`src/rtl/wegb_pkg.sv`:
```
// Package for the weighted entropy Gaussian bound block: widths, fixed-point
// constants and the mantissa log table used by the log units.
// No dependencies; wegb_ln and the top level import it.
`timescale 1ns / 1ps

package wegb_pkg;

  // Field widths
  localparam int WEIGHT_W         = 16;
  localparam int WEIGHT_FRAC_BITS = 15;
  localparam int SIGMA_W          = 16;
  localparam int SIGMA_FRAC_BITS  = 8;
  localparam int ENTROPY_W        = 24;

  // Log unit: input width, table size and result width (unsigned Q16)
  localparam int LN_IN_W          = 16;
  localparam int LN_MSB_W         = $clog2(LN_IN_W);
  localparam int LN_TABLE_ENTRIES = 64;
  localparam int LN_IDX_W         = $clog2(LN_TABLE_ENTRIES);
  localparam int LN_MANT_W        = 16;
  localparam int LN_W             = 20;

  // Datapath widths
  localparam int COEF_W = 23;
  localparam int PROD_W = WEIGHT_W + 1 + COEF_W;
  localparam int TERM_W = 25;
  localparam int ACC_W  = 40;

  // Q16 constants, rounded to nearest
  localparam int LN2_Q16     = 45426;
  localparam int LN_2PIE_Q16 = 185983;

  // Constant part of the per-weight coefficient:
  // ln(2*pi*e) - 2*SIGMA_FRAC_BITS*ln2 + WEIGHT_FRAC_BITS*ln2
  localparam int COEF_BASE = LN_2PIE_Q16 - 2 * SIGMA_FRAC_BITS * LN2_Q16
                             + WEIGHT_FRAC_BITS * LN2_Q16;

  localparam logic [SIGMA_W-1:0] SIGMA_RESET = 16'd256;

  typedef logic [LN_TABLE_ENTRIES-1:0][LN_MANT_W-1:0] ln_tab_t;

  // Builds ln(1 + k/N) in Q16 with the series 2*atanh(k/(2N+k)) in Q32.
  // Evaluated once at elaboration to fill a constant table.
  function automatic ln_tab_t ln_tab_build();
    ln_tab_t     tab;
    logic [63:0] z;
    logic [63:0] z2;
    logic [63:0] p;
    logic [63:0] sum;
    for (int k = 0; k < LN_TABLE_ENTRIES; k++) begin
      z   = (64'(k) << 32) / 64'(2 * LN_TABLE_ENTRIES + k);
      z2  = (z * z) >> 32;
      p   = z;
      sum = 64'd0;
      for (int i = 0; i < 24; i++) begin
        sum = sum + p / 64'(2 * i + 1);
        p   = (p * z2) >> 32;
      end
      sum    = sum << 1;
      tab[k] = LN_MANT_W'((sum + 64'd32768) >> 16);
    end
    return tab;
  endfunction

  localparam ln_tab_t LN_TAB = ln_tab_build();

endpackage

```
`src/rtl/wegb_in_if.sv`:
```
// Channel interfaces of the weighted entropy block: weight input and result output.
// Each carries valid, ready and the payload. No dependencies.
`timescale 1ns / 1ps

interface wegb_in_if;
  logic        valid;
  logic        ready;
  logic [15:0] particle_weight;
  logic        end_of_set;

  modport source (output valid, output particle_weight, output end_of_set, input ready);
  modport sink   (input valid, input particle_weight, input end_of_set, output ready);
endinterface

interface wegb_out_if;
  logic               valid;
  logic               ready;
  logic signed [23:0] entropy_value;
  logic               sigma_invalid;
  logic               saturated;

  modport source (output valid, output entropy_value, output sigma_invalid,
                  output saturated, input ready);
  modport sink   (input valid, input entropy_value, input sigma_invalid,
                  input saturated, output ready);
endinterface

```
`src/rtl/wegb_ln.sv`:
```
// Natural log unit: ln(x) in unsigned Q16 for a nonzero 16-bit integer x.
// Uses the msb position times ln2 plus the mantissa table from wegb_pkg.
`timescale 1ns / 1ps

module wegb_ln (
  input  logic [wegb_pkg::LN_IN_W-1:0] x,
  output logic [wegb_pkg::LN_W-1:0]    ln_q16
);
  import wegb_pkg::*;

  logic [LN_MSB_W-1:0] msb;
  logic [LN_IN_W-1:0]  norm;
  logic [LN_IDX_W-1:0] idx;

  // Position of the leading one
  always_comb begin
    msb = '0;
    for (int i = 0; i < LN_IN_W; i++) begin
      if (x[i]) begin
        msb = LN_MSB_W'(i);
      end
    end
  end

  // Normalize so the leading one sits at the top; the bits below it index the table
  assign norm = x << (LN_MSB_W'(LN_IN_W - 1) - msb);
  assign idx  = norm[LN_IN_W-2 -: LN_IDX_W];

  assign ln_q16 = LN_W'(msb) * LN_W'(LN2_Q16) + LN_W'(LN_TAB[idx]);

endmodule

```
`src/rtl/weighted_entropy_gaussian_bound.sv`:
```
// Weighted entropy Gaussian bound, top level.
// Depends on wegb_pkg, the channel interfaces and wegb_ln.
`timescale 1ns / 1ps

// Usage:
// Weights stream in on in_chan, one per transfer, with end_of_set high on the
// last weight of a set. Each nonzero weight w adds w*(ln(2*pi*e*sigma^2) - ln w)
// to a 40-bit saturating accumulator. The transfer that carries end_of_set
// produces one result on out_chan (entropy in signed Q8.16, clipped, with
// sigma_invalid and saturated flags) and clears the accumulator; other
// transfers produce no result.
// The sigma register is written through cfg_we / cfg_wdata; the user must write
// it only while the block is idle, which the block does not enforce. A zero
// sigma gives a zero result with sigma_invalid set. Throughput is one weight per
// cycle while the input is not stalled. A set-ending weight passes the stage-1
// register, the log units and multiplier, the stage-2 register and the
// accumulator and clipping into the output register. When the receiver stalls,
// weights that do not end a set keep flowing into the accumulator; input stalls
// only once a set-ending weight reaches the accumulator stage while the previous
// result is still waiting. Reset (synchronous, active low) empties the pipeline,
// clears the accumulator and loads sigma with 1.0 (256 in Q8.8).
module weighted_entropy_gaussian_bound (
  input  logic                         clk,
  input  logic                         rst_n,
  wegb_in_if.sink                      in_chan,
  wegb_out_if.source                   out_chan,
  input  logic                         cfg_we,
  input  logic [wegb_pkg::SIGMA_W-1:0] cfg_wdata
);
  import wegb_pkg::*;

  localparam logic signed [COEF_W-1:0]    COEF_BASE_C = COEF_W'(COEF_BASE);
  localparam logic signed [ACC_W-1:0]     ACC_MAX = {1'b0, {(ACC_W-1){1'b1}}};
  localparam logic signed [ACC_W-1:0]     ACC_MIN = {1'b1, {(ACC_W-1){1'b0}}};
  localparam logic signed [ENTROPY_W-1:0] OUT_MAX = {1'b0, {(ENTROPY_W-1){1'b1}}};
  localparam logic signed [ENTROPY_W-1:0] OUT_MIN = {1'b1, {(ENTROPY_W-1){1'b0}}};

  // Configuration
  logic [SIGMA_W-1:0] sigma_r;

  // Stage 1: registered input weight
  logic                s1_valid_r;
  logic [WEIGHT_W-1:0] s1_weight_r;
  logic                s1_last_r;

  // Stage 2: registered term
  logic                     s2_valid_r;
  logic                     s2_last_r;
  logic signed [TERM_W-1:0] s2_term_r;

  // Accumulator
  logic signed [ACC_W-1:0] acc_r;
  logic                    ovf_r;

  // Output register
  logic                        out_valid_r;
  logic signed [ENTROPY_W-1:0] out_entropy_r;
  logic                        out_inval_r;
  logic                        out_sat_r;

  // Flow control
  logic out_free;
  logic s2_adv;
  logic s2_take;
  logic s1_adv;
  logic in_fire;

  assign out_free = !out_valid_r || out_chan.ready;
  assign s2_adv   = s2_valid_r && (!s2_last_r || out_free);
  assign s2_take  = !s2_valid_r || s2_adv;
  assign s1_adv   = s1_valid_r && s2_take;
  assign in_chan.ready = !s1_valid_r || s2_take;
  assign in_fire  = in_chan.valid && in_chan.ready;

  // Sigma register
  always_ff @(posedge clk) begin
    if (!rst_n) begin
      sigma_r <= SIGMA_RESET;
    end else if (cfg_we) begin
      sigma_r <= cfg_wdata;
    end
  end

  // Stage 1 register
  always_ff @(posedge clk) begin
    if (!rst_n) begin
      s1_valid_r <= 1'b0;
    end else if (in_chan.ready) begin
      s1_valid_r <= in_chan.valid;
    end
  end

  always_ff @(posedge clk) begin
    if (in_fire) begin
      s1_weight_r <= in_chan.particle_weight;
      s1_last_r   <= in_chan.end_of_set;
    end
  end

  // Log of the weight and of sigma
  logic [LN_W-1:0] ln_w;
  logic [LN_W-1:0] ln_s;

  wegb_ln u_ln_weight (
    .x      (s1_weight_r),
    .ln_q16 (ln_w)
  );

  wegb_ln u_ln_sigma (
    .x      (sigma_r),
    .ln_q16 (ln_s)
  );

  // Coefficient, product and floored term
  logic signed [COEF_W-1:0] coef;
  logic signed [PROD_W-1:0] prod;
  logic signed [TERM_W-1:0] term_nxt;
  logic                     contrib;

  assign contrib = (s1_weight_r != '0) && (sigma_r != '0);
  assign coef    = COEF_BASE_C + $signed(COEF_W'({ln_s, 1'b0})) - $signed(COEF_W'(ln_w));
  assign prod    = PROD_W'($signed({1'b0, s1_weight_r})) * PROD_W'(coef);
  assign term_nxt = contrib ? TERM_W'(prod >>> WEIGHT_FRAC_BITS) : '0;

  // Stage 2 register
  always_ff @(posedge clk) begin
    if (!rst_n) begin
      s2_valid_r <= 1'b0;
    end else if (s2_take) begin
      s2_valid_r <= s1_valid_r;
    end
  end

  always_ff @(posedge clk) begin
    if (s1_adv) begin
      s2_term_r <= term_nxt;
      s2_last_r <= s1_last_r;
    end
  end

  // Saturating accumulate
  logic signed [ACC_W:0]       sum;
  logic signed [ACC_W-1:0]     acc_sat;
  logic                        ovf_sum;
  logic                        ovf_nxt;
  logic                        out_clip;
  logic signed [ENTROPY_W-1:0] res_nxt;
  logic                        sat_nxt;
  logic                        inval;

  assign sum     = $signed({acc_r[ACC_W-1], acc_r}) + (ACC_W+1)'(s2_term_r);
  assign ovf_sum = sum[ACC_W] != sum[ACC_W-1];
  assign acc_sat = ovf_sum ? (sum[ACC_W] ? ACC_MIN : ACC_MAX) : sum[ACC_W-1:0];
  assign ovf_nxt = ovf_r || ovf_sum;
  assign inval   = sigma_r == '0;

  // Output clipping to the result width
  assign out_clip = (acc_sat[ACC_W-1:ENTROPY_W-1] != '0)
                    && (acc_sat[ACC_W-1:ENTROPY_W-1] != '1);

  always_comb begin
    if (inval) begin
      res_nxt = '0;
      sat_nxt = 1'b0;
    end else if (out_clip) begin
      res_nxt = acc_sat[ACC_W-1] ? OUT_MIN : OUT_MAX;
      sat_nxt = 1'b1;
    end else begin
      res_nxt = acc_sat[ENTROPY_W-1:0];
      sat_nxt = ovf_nxt;
    end
  end

  // Accumulator update; a set end clears it
  always_ff @(posedge clk) begin
    if (!rst_n) begin
      acc_r <= '0;
      ovf_r <= 1'b0;
    end else if (s2_adv) begin
      if (s2_last_r) begin
        acc_r <= '0;
        ovf_r <= 1'b0;
      end else begin
        acc_r <= acc_sat;
        ovf_r <= ovf_nxt;
      end
    end
  end

  // Output register
  always_ff @(posedge clk) begin
    if (!rst_n) begin
      out_valid_r <= 1'b0;
    end else if (out_free) begin
      out_valid_r <= s2_adv && s2_last_r;
    end
  end

  always_ff @(posedge clk) begin
    if (s2_adv && s2_last_r) begin
      out_entropy_r <= res_nxt;
      out_inval_r   <= inval;
      out_sat_r     <= sat_nxt;
    end
  end

  assign out_chan.valid         = out_valid_r;
  assign out_chan.entropy_value = out_entropy_r;
  assign out_chan.sigma_invalid = out_inval_r;
  assign out_chan.saturated     = out_sat_r;

endmodule
```
`src/flat_wrapper.sv`:
```
// flat-port wrapper written by rule: the top's interface ports become plain ports
module weighted_entropy_gaussian_bound_flat import wegb_pkg::*;
  (clk, rst_n, cfg_we, cfg_wdata, in_chan_valid, in_chan_particle_weight, in_chan_end_of_set, in_chan_ready, out_chan_valid, out_chan_entropy_value, out_chan_sigma_invalid, out_chan_saturated, out_chan_ready);
  wegb_in_if in_chan_i ();
  wegb_out_if out_chan_i ();
  input  logic clk;
  input  logic rst_n;
  input  logic cfg_we;
  input  logic [wegb_pkg::SIGMA_W-1:0] cfg_wdata;
  input wire logic [$bits(in_chan_i.valid)-1:0] in_chan_valid;
  input wire logic [$bits(in_chan_i.particle_weight)-1:0] in_chan_particle_weight;
  input wire logic [$bits(in_chan_i.end_of_set)-1:0] in_chan_end_of_set;
  output wire logic [$bits(in_chan_i.ready)-1:0] in_chan_ready;
  output wire logic [$bits(out_chan_i.valid)-1:0] out_chan_valid;
  output wire logic [$bits(out_chan_i.entropy_value)-1:0] out_chan_entropy_value;
  output wire logic [$bits(out_chan_i.sigma_invalid)-1:0] out_chan_sigma_invalid;
  output wire logic [$bits(out_chan_i.saturated)-1:0] out_chan_saturated;
  input wire logic [$bits(out_chan_i.ready)-1:0] out_chan_ready;
  assign in_chan_i.valid = in_chan_valid;
  assign in_chan_i.particle_weight = in_chan_particle_weight;
  assign in_chan_i.end_of_set = in_chan_end_of_set;
  assign in_chan_ready = in_chan_i.ready;
  assign out_chan_valid = out_chan_i.valid;
  assign out_chan_entropy_value = out_chan_i.entropy_value;
  assign out_chan_sigma_invalid = out_chan_i.sigma_invalid;
  assign out_chan_saturated = out_chan_i.saturated;
  assign out_chan_i.ready = out_chan_ready;
  weighted_entropy_gaussian_bound u_core (.clk(clk), .rst_n(rst_n), .in_chan(in_chan_i), .out_chan(out_chan_i), .cfg_we(cfg_we), .cfg_wdata(cfg_wdata));
endmodule
```
`config.mk`:
```
export PLATFORM = sky130hd
export DESIGN_NAME = weighted_entropy_gaussian_bound_flat
export DESIGN_NICKNAME = d
export VERILOG_FILES = /design/src/rtl/wegb_pkg.sv /design/src/rtl/wegb_in_if.sv /design/src/rtl/wegb_ln.sv /design/src/rtl/weighted_entropy_gaussian_bound.sv /design/src/flat_wrapper.sv
export SDC_FILE = /design/constraint.sdc
export NUM_CORES = 2
export LEC_CHECK = 0
export ABC_AREA = 0
export BUFFER_PORTS_ARGS = -buffer_cell sky130_fd_sc_hd__buf_2
export CAP_MARGIN = 20
export CORE_ASPECT_RATIO = 1.4
export CORE_MARGIN = 2
export CORE_UTILIZATION = 70
export CTS_CLUSTER_SIZE = 8
export DETAILED_ROUTE_END_ITERATION = 8
export PLACE_DENSITY = 0.86
export SLEW_MARGIN = 20
export SYNTH_ARGS = -nofsm -noshare
export SYNTH_HDL_FRONTEND = slang
export SYNTH_SLANG_ARGS = --single-unit
```
`constraint.sdc`:
```
create_clock -name clk -period 38.9 [get_ports clk]
set_clock_uncertainty 0.15 [all_clocks]
set_input_delay 5.835 -clock clk [delete_from_list [all_inputs] [get_ports clk]]
set_output_delay 5.835 -clock clk [all_outputs]
set_load 0.02 [all_outputs]
```
# [Yosys cells after proc, flatten, opt, wreduce, memory -nomap -nowiden]
# Memories as Yosys holds them, arrays and structs flattened.
# Index checks and enable logic that the tools add are counted.
[classes] n_addsub=7 multipliers=3 n_lt_le_gt_ge=2 n_eq_ne=2 shift=2 muxes=39 reduce_logical=19
[ops] op="40-bit two-way mux" count=3
[ops] op="4-bit two-way mux" count=28
[ops] op="24-bit two-way mux" count=2
[ops] op="40-bit by 25-bit adder with 41-bit output" count=1
[ops] op="20-bit by 16-bit adder with 20-bit output" count=2
[ops] op="17-bit by 23-bit multiplier with 40-bit output" count=1
[ops] op="4-bit by 15-bit multiplier with 19-bit output, second input constant" count=2
[ops] op="16-bit two-way mux" count=2
[ops] op="16-bit nonzero test" count=2
[ops] op="16-bit by 4-bit << shifter with 15-bit output" count=2
[ops] op="22-bit by 20-bit subtractor with 23-bit output" count=1
[ops] op="18-bit by 21-bit adder with 22-bit output, first input constant" count=1
[ops] op="17-bit inequality test, second input constant" count=1
[ops] op="17-bit nonzero test" count=1
[ops] op="16-bit zero test" count=1
[ops] op="6-bit by 7-bit less-than comparator with 1-bit output, second input constant" count=2
[ops] op="4-bit subtractor, first input constant" count=2
[ops] op="1-bit logical AND" count=6
[ops] op="1-bit logical OR" count=5
[ops] op="1-bit zero test" count=4
[ops] op="1-bit two-way mux" count=4
[ops] op="1-bit inequality test" count=1
[totals] regBits=129 mem_bits_ro=2048 inputBits=38 output_inout_bits=28 word_cells=89 n_memories=2
[mem_list] name="(name not given)" depth=64 word_bits=16 rd=1 rd_ports_with_merged_regs=0 write_ports=0 line="wegb_ln.sv:29" rtl="assign ln_q16 = LN_W'(msb) * LN_W'(LN2_Q16) + LN_W'(LN_TAB[idx]);"
[mem_list] name="(name not given)" depth=64 word_bits=16 rd=1 rd_ports_with_merged_regs=0 write_ports=0 line="wegb_ln.sv:29"

# [Logic depth before layout (Yosys ltp)]
[depth] word_depth=23 depth_mapped=65 mapped_depth_nobuf=59

# [Hierarchy]
# A second synthesis with hierarchy kept.
[hier_totals] cells_unflattened=3583 area_unflattened_um2=30053.8
[by_module_without_submodules] module="weighted_entropy_gaussian_bound" n_inst=1 cells_per_inst=2457 area_each_um2=22311.4 seq_area_each_um2=3273.1
[by_module_without_submodules] module="wegb_ln" n_inst=2 cells_per_inst=563 area_each_um2=3871.2 seq_area_each_um2=0.0

# [Worst setup path after synthesis]
# OpenSTA, ideal clock, no wires.
[synth_timing] path_kind="register -> register" start="reg u_core.s1_weight_r[13]" end="reg u_core.s2_term_r[24] (data pin)" setup_time_ns=0.270 arrival_time_ns=13.297 required_time_ns=38.480 path_slack_ns=25.183 path_stages_with_launch=61 path_buffers=4 synth_period_minus_slack_ns=13.717 path_cell_list="edfxtp_1 > nor2b_2 > or3_4 > nor4_4 > nor2_8 > inv_4 > mux4_2 > a221oi_2 > nor2_4 > buf_2 > ha_1 > clkbuf_1 > and3_1 > o21ai_0 > a21oi_1 > a31oi_1 > ha_1 > fa_1 > (+25 left out) > inv_1 > fa_1 > fa_1 > inv_1 > fa_1 > inv_1 > ha_1 > a21o_1 > a21o_1 > a21oi_1 > o21ai_0 > o2bb2ai_1 > a211o_1 > a31oi_1 > o21bai_1 > nand4_1 > a21o_1 > a21oi_1"
[synth_between] elab_chain_cells=10 elab_cells_between_ends=13 cone_classes="add/sub: 3; mul: 2; shift: 1; mux: 4; reduce/logical: 2; memory: 1"
[synth_lines] element="start, declared" line="weighted_entropy_gaussian_bound.sv:43" rtl="logic [WEIGHT_W-1:0] s1_weight_r;"
[synth_lines] element="start signal, assigned" line="weighted_entropy_gaussian_bound.sv:95" rtl="s1_weight_r <= in_chan.particle_weight;"
[synth_lines] element="4-bit two-way mux (3 in series)" line="wegb_ln.sv:19" rtl="if (x[i]) begin"
[synth_lines] element="4-bit subtractor" line="wegb_ln.sv:26" rtl="assign norm = x << (LN_MSB_W'(LN_IN_W - 1) - msb);"
[synth_lines] element="16-bit by 4-bit << shifter with 15-bit output" line="wegb_ln.sv:26"
[synth_lines] element="memory read 64 x 16 bit"
[synth_lines] element="16-bit two-way mux (not written as such)" line="wegb_ln.sv:29"
[synth_lines] element="20-bit by 16-bit adder with 20-bit output" line="wegb_ln.sv:29"
[synth_lines] element="22-bit by 20-bit subtractor with 23-bit output" line="weighted_entropy_gaussian_bound.sv:121" rtl="assign coef = COEF_BASE_C + $signed(COEF_W'({ln_s, 1'b0})) - $signed(COEF_W'(ln_w));"
[synth_lines] element="17-bit by 23-bit multiplier with 40-bit output" line="weighted_entropy_gaussian_bound.sv:122" rtl="assign prod = PROD_W'($signed({1'b0, s1_weight_r})) * PROD_W'(coef);"
[synth_lines] element="end signal, assigned" line="weighted_entropy_gaussian_bound.sv:136" rtl="s2_term_r <= term_nxt;"
[synth_lines] element="end, declared" line="weighted_entropy_gaussian_bound.sv:49" rtl="logic signed [TERM_W-1:0] s2_term_r;"
# Several ways; a longest one is shown, not always the timed one. The select of a mux whose other input is x is not followed.
# A chain may end at the register's enable or synchronous reset.

# [Worst setup path in the final report]
[layout_timing] start="reg u_core.s1_weight_r[12]" end="reg u_core.s2_term_r[18] (data pin)"
[layout_between] elab_chain_cells=11 elab_cells_between_ends=14 cone_classes="add/sub: 3; mul: 2; shift: 1; mux: 5; reduce/logical: 2; memory: 1"
[layout_lines] element="4-bit two-way mux (4 in series)" line="wegb_ln.sv:19"
[layout_lines] element="4-bit subtractor" line="wegb_ln.sv:26"
[layout_lines] element="16-bit by 4-bit << shifter with 15-bit output" line="wegb_ln.sv:26"
[layout_lines] element="memory read 64 x 16 bit"
[layout_lines] element="16-bit two-way mux (not written as such)" line="wegb_ln.sv:29"
[layout_lines] element="20-bit by 16-bit adder with 20-bit output" line="wegb_ln.sv:29"
[layout_lines] element="22-bit by 20-bit subtractor with 23-bit output" line="weighted_entropy_gaussian_bound.sv:121"
[layout_lines] element="17-bit by 23-bit multiplier with 40-bit output" line="weighted_entropy_gaussian_bound.sv:122"
# Several ways; a longest one is shown, not always the timed one. The select of a mux whose other input is x is not followed.

==> metrics <==
H-Tree Depth 4; ys flop type edfxtp_1; via count 27016; Final Wtd Congestion 0.9691; total core area 41070 um2; port bufs 65; # nets final 4149; Die Wd 176.0 um; first-pass GRT wire length 145600 um; Layout area overhead 4.105%; Worst path slowest cell edfxtp_1; Max stage delay on crit path 0.85 ns; pin count of the biggest net entering global routing 61; slew of the pin with the lowest slew margin 1.148 ns; Setup TNS 0 ns; yosys warns 0; critical path type reg2reg; CTS Hold Bufs 0; crit-path leading delay family compound AO/OA/AOI/OAI gates; maxcap violations 0; status finished clean; drt wl/cell 22.56 um; post-synth top area share 0.2549; layout cells sized above 1 0.06441; Syn Inst Count 3547; Final Hold Fails 0; Via density 6.699; Worst setup SP type flop; post-layout min period 16.63 ns; Root Buffer clkbuf_16; Bufs on Longest Clock Path 2; postcts setup bufs 0; crit-path max FO 39; Slew Viols, Final 0; clock slew at reported path FFs 0.09 ns; netlist area before placement 28980 um2; die height 244.8 um; distinct cell type count after synthesis 103; Tot GR Track Use 0.4309; critical path buffer and inverter count 8; Worst Path Arrival 16.65 ns; setup violators final 0; DP Area 29590 um2; Rel. slew slack 0.2309; row cnt 88; 1st-pass router iterations 6; syn nets 4216; post-layout util 0.7347; io pins 66; RSZ-0062 raised after global routing no; Yosys reg bits 129; Seq/Total Area, Yosys 0.1129; post-cts resize count 0; DRC 0; Post-synth EDFFs 69; initial antenna violation count 0; Syn Area/Cell 8.171 um2; vias in the first global route 28444; CTS tree done; HPWL Detailed 68920 um; Synth area leader fa_1; initial core utilization 0.7057; Worst EP required 38.92 ns; Fill cells 2880; element type at the critical path end flop; Finished Cell Area 30170 um2; ys async rst share 0; Final period util 0.4275; Sink Count 129; fmax 0.06014 GHz; clk_lat worst skew 0.48 ns; cts bufs inserted 17; Routed Antenna Nets 0; initial drt markers 2900; Antenna Cells 0; die area 43070 um2; DRT Wirelength 90980 um; grt ovf 0; ranking of synthesized cells by area fa_1 (25%), ha_1 (11%), edfxtp_1 (7.1%), inv_1 (6.9%), nand2_1 (5.2%); HP Class reg2reg
-- final timing paths --
path / startpoint / end / slack (ns) / cells after the start
setup reg to reg: u_core.s1_weight_r[12] / u_core.s2_term_r[18] / 22.27 / 51
hold / removal: u_core.s1_last_r / u_core.s2_last_r / 0.29 / 0
setup / recovery: u_core.s1_weight_r[12] / u_core.s2_term_r[18] / 22.27 / 51
hold reg to reg: u_core.s1_last_r / u_core.s2_last_r / 0.29 / 0
-- flip-flops by register name (all words and copies together) (netlist names) --
name,cells
u_core.acc_r,40
u_core.s2_term_r,25
u_core.out_chan.entropy_value,24
u_core.s1_weight_r,16
u_core.sigma_r,16
u_core.out_chan.saturated,1
u_core.out_chan.sigma_invalid,1
u_core.out_chan.valid,1
u_core.ovf_r,1
u_core.s1_last_r,1
u_core.s1_valid_r,1
u_core.s2_last_r,1
u_core.s2_valid_r,1
-- cell usage in the layout (no fill, tap or decap), types with 14 or more instances in the layout --
cell	Yosys	final
a211o_1	15	15
a211oi_1	38	37
a21o_1	55	55
a21oi_1	206	206
a221oi_1	18	17
a22oi_1	40	40
a31oi_1	23	23
and2_1	125	125
and3_1	18	18
buf_2	35	65
buf_4	4	45
clkbuf_16	0	18
dfxtp_1	60	60
edfxtp_1	69	69
fa_1	369	369
ha_1	262	262
inv_1	532	532
mux2i_1	38	38
nand2_1	405	404
nand2b_1	26	26
nand3_1	56	56
nand4_1	26	26
nor2_1	197	197
nor2b_1	64	63
nor3_1	57	57
o211ai_1	30	30
o21a_1	23	23
o21ai_0	176	176
o21bai_1	19	19
o22ai_1	14	14
o31ai_1	20	20
or3_1	17	17
xnor2_1	91	85
xor2_1	43	39
-- synth_stat cells (26+ instances only) --
master      n
nand2b_1   26
mux2i_1    38
fa_1      369
o21ai_0   176
a21o_1     55
edfxtp_1   69
a22oi_1    40
inv_1     532
nor2b_1    64
nand2_1   405
clkbuf_1  144
o211ai_1   30
nand4_1    26
xor2_1     43
a211oi_1   38
buf_2      35
ha_1      262
nor3_1     57
and2_1    125
nand3_1    56
nor2_1    197
a21oi_1   206
dfxtp_1    60
xnor2_1    91
-- cells by family (layout without fill, tap and decap cells) --
group / Yosys count / after routing / share of synthesized area
xor+xnor: 134 / 134 / 0.04049
mux: 46 / 46 / 0.01662
compound gates: 822 / 822 / 0.1900
flops: 129 / 129 / 0.1129
fa+ha+maj: 632 / 632 / 0.3683
simple gates: 1048 / 1048 / 0.1728
buf+inv: 736 / 682 / 0.09890
-- per-layer routing --
| metal | part of all wire | vias up | global-route usage |
|---|---|---|---|
| li1 | - | 11759 | - |
| met1 | 0.35 | 12835 | 0.4882 |
| met4 | 0.081 | 0 | 0.2927 |
| met5 | 0 | - | 0 |
| met2 | 0.48 | 1819 | 0.7318 |
| met3 | 0.091 | 603 | 0.08767 |
-- per-stage QoR --
stage          hold slack (ns)  cells  setup slack, ns
2_1_floorplan           0.2503   3547            25.18
3_3_place_gp            0.2702   4001            23.22
3_5_place_dp            0.2630   4001            22.68
4_1_cts                 0.2944   4033            22.58
5_1_grt                 0.3054   4033            21.56
6_report                0.2912   4033            22.27
-- worst reg2reg max path, delay by kind of cell (launching register included) --
family | cells | cell delay, ns
adders and majority gates | 10 | 4.43
AOI/OAI and AO/OA | 23 | 7.24
buffers and inverters | 8 | 1.16
and+or+nand+nor | 8 | 2.16
DFF | 1 | 0.85
xor gates and xnor gates | 2 | 0.33
-- cell type report --
type | instances | area (um2) | share of cell area
multi-input cells | 2682 | 22950 | 0.7607
inverters | 540 | 2034 | 0.06742
well taps | 540 | 675.6 | 0.02239
clock buffers | 20 | 467.9 | 0.01551
clock inverters | 12 | 105.1 | 0.003483
repair buffers | 110 | 663.1 | 0.02198
flip-flops and latches | 129 | 3273 | 0.1085
Power is left out: the tool's default activity adds up to more than one toggle a clock period on the data nets, which glitch-free logic cannot reach.
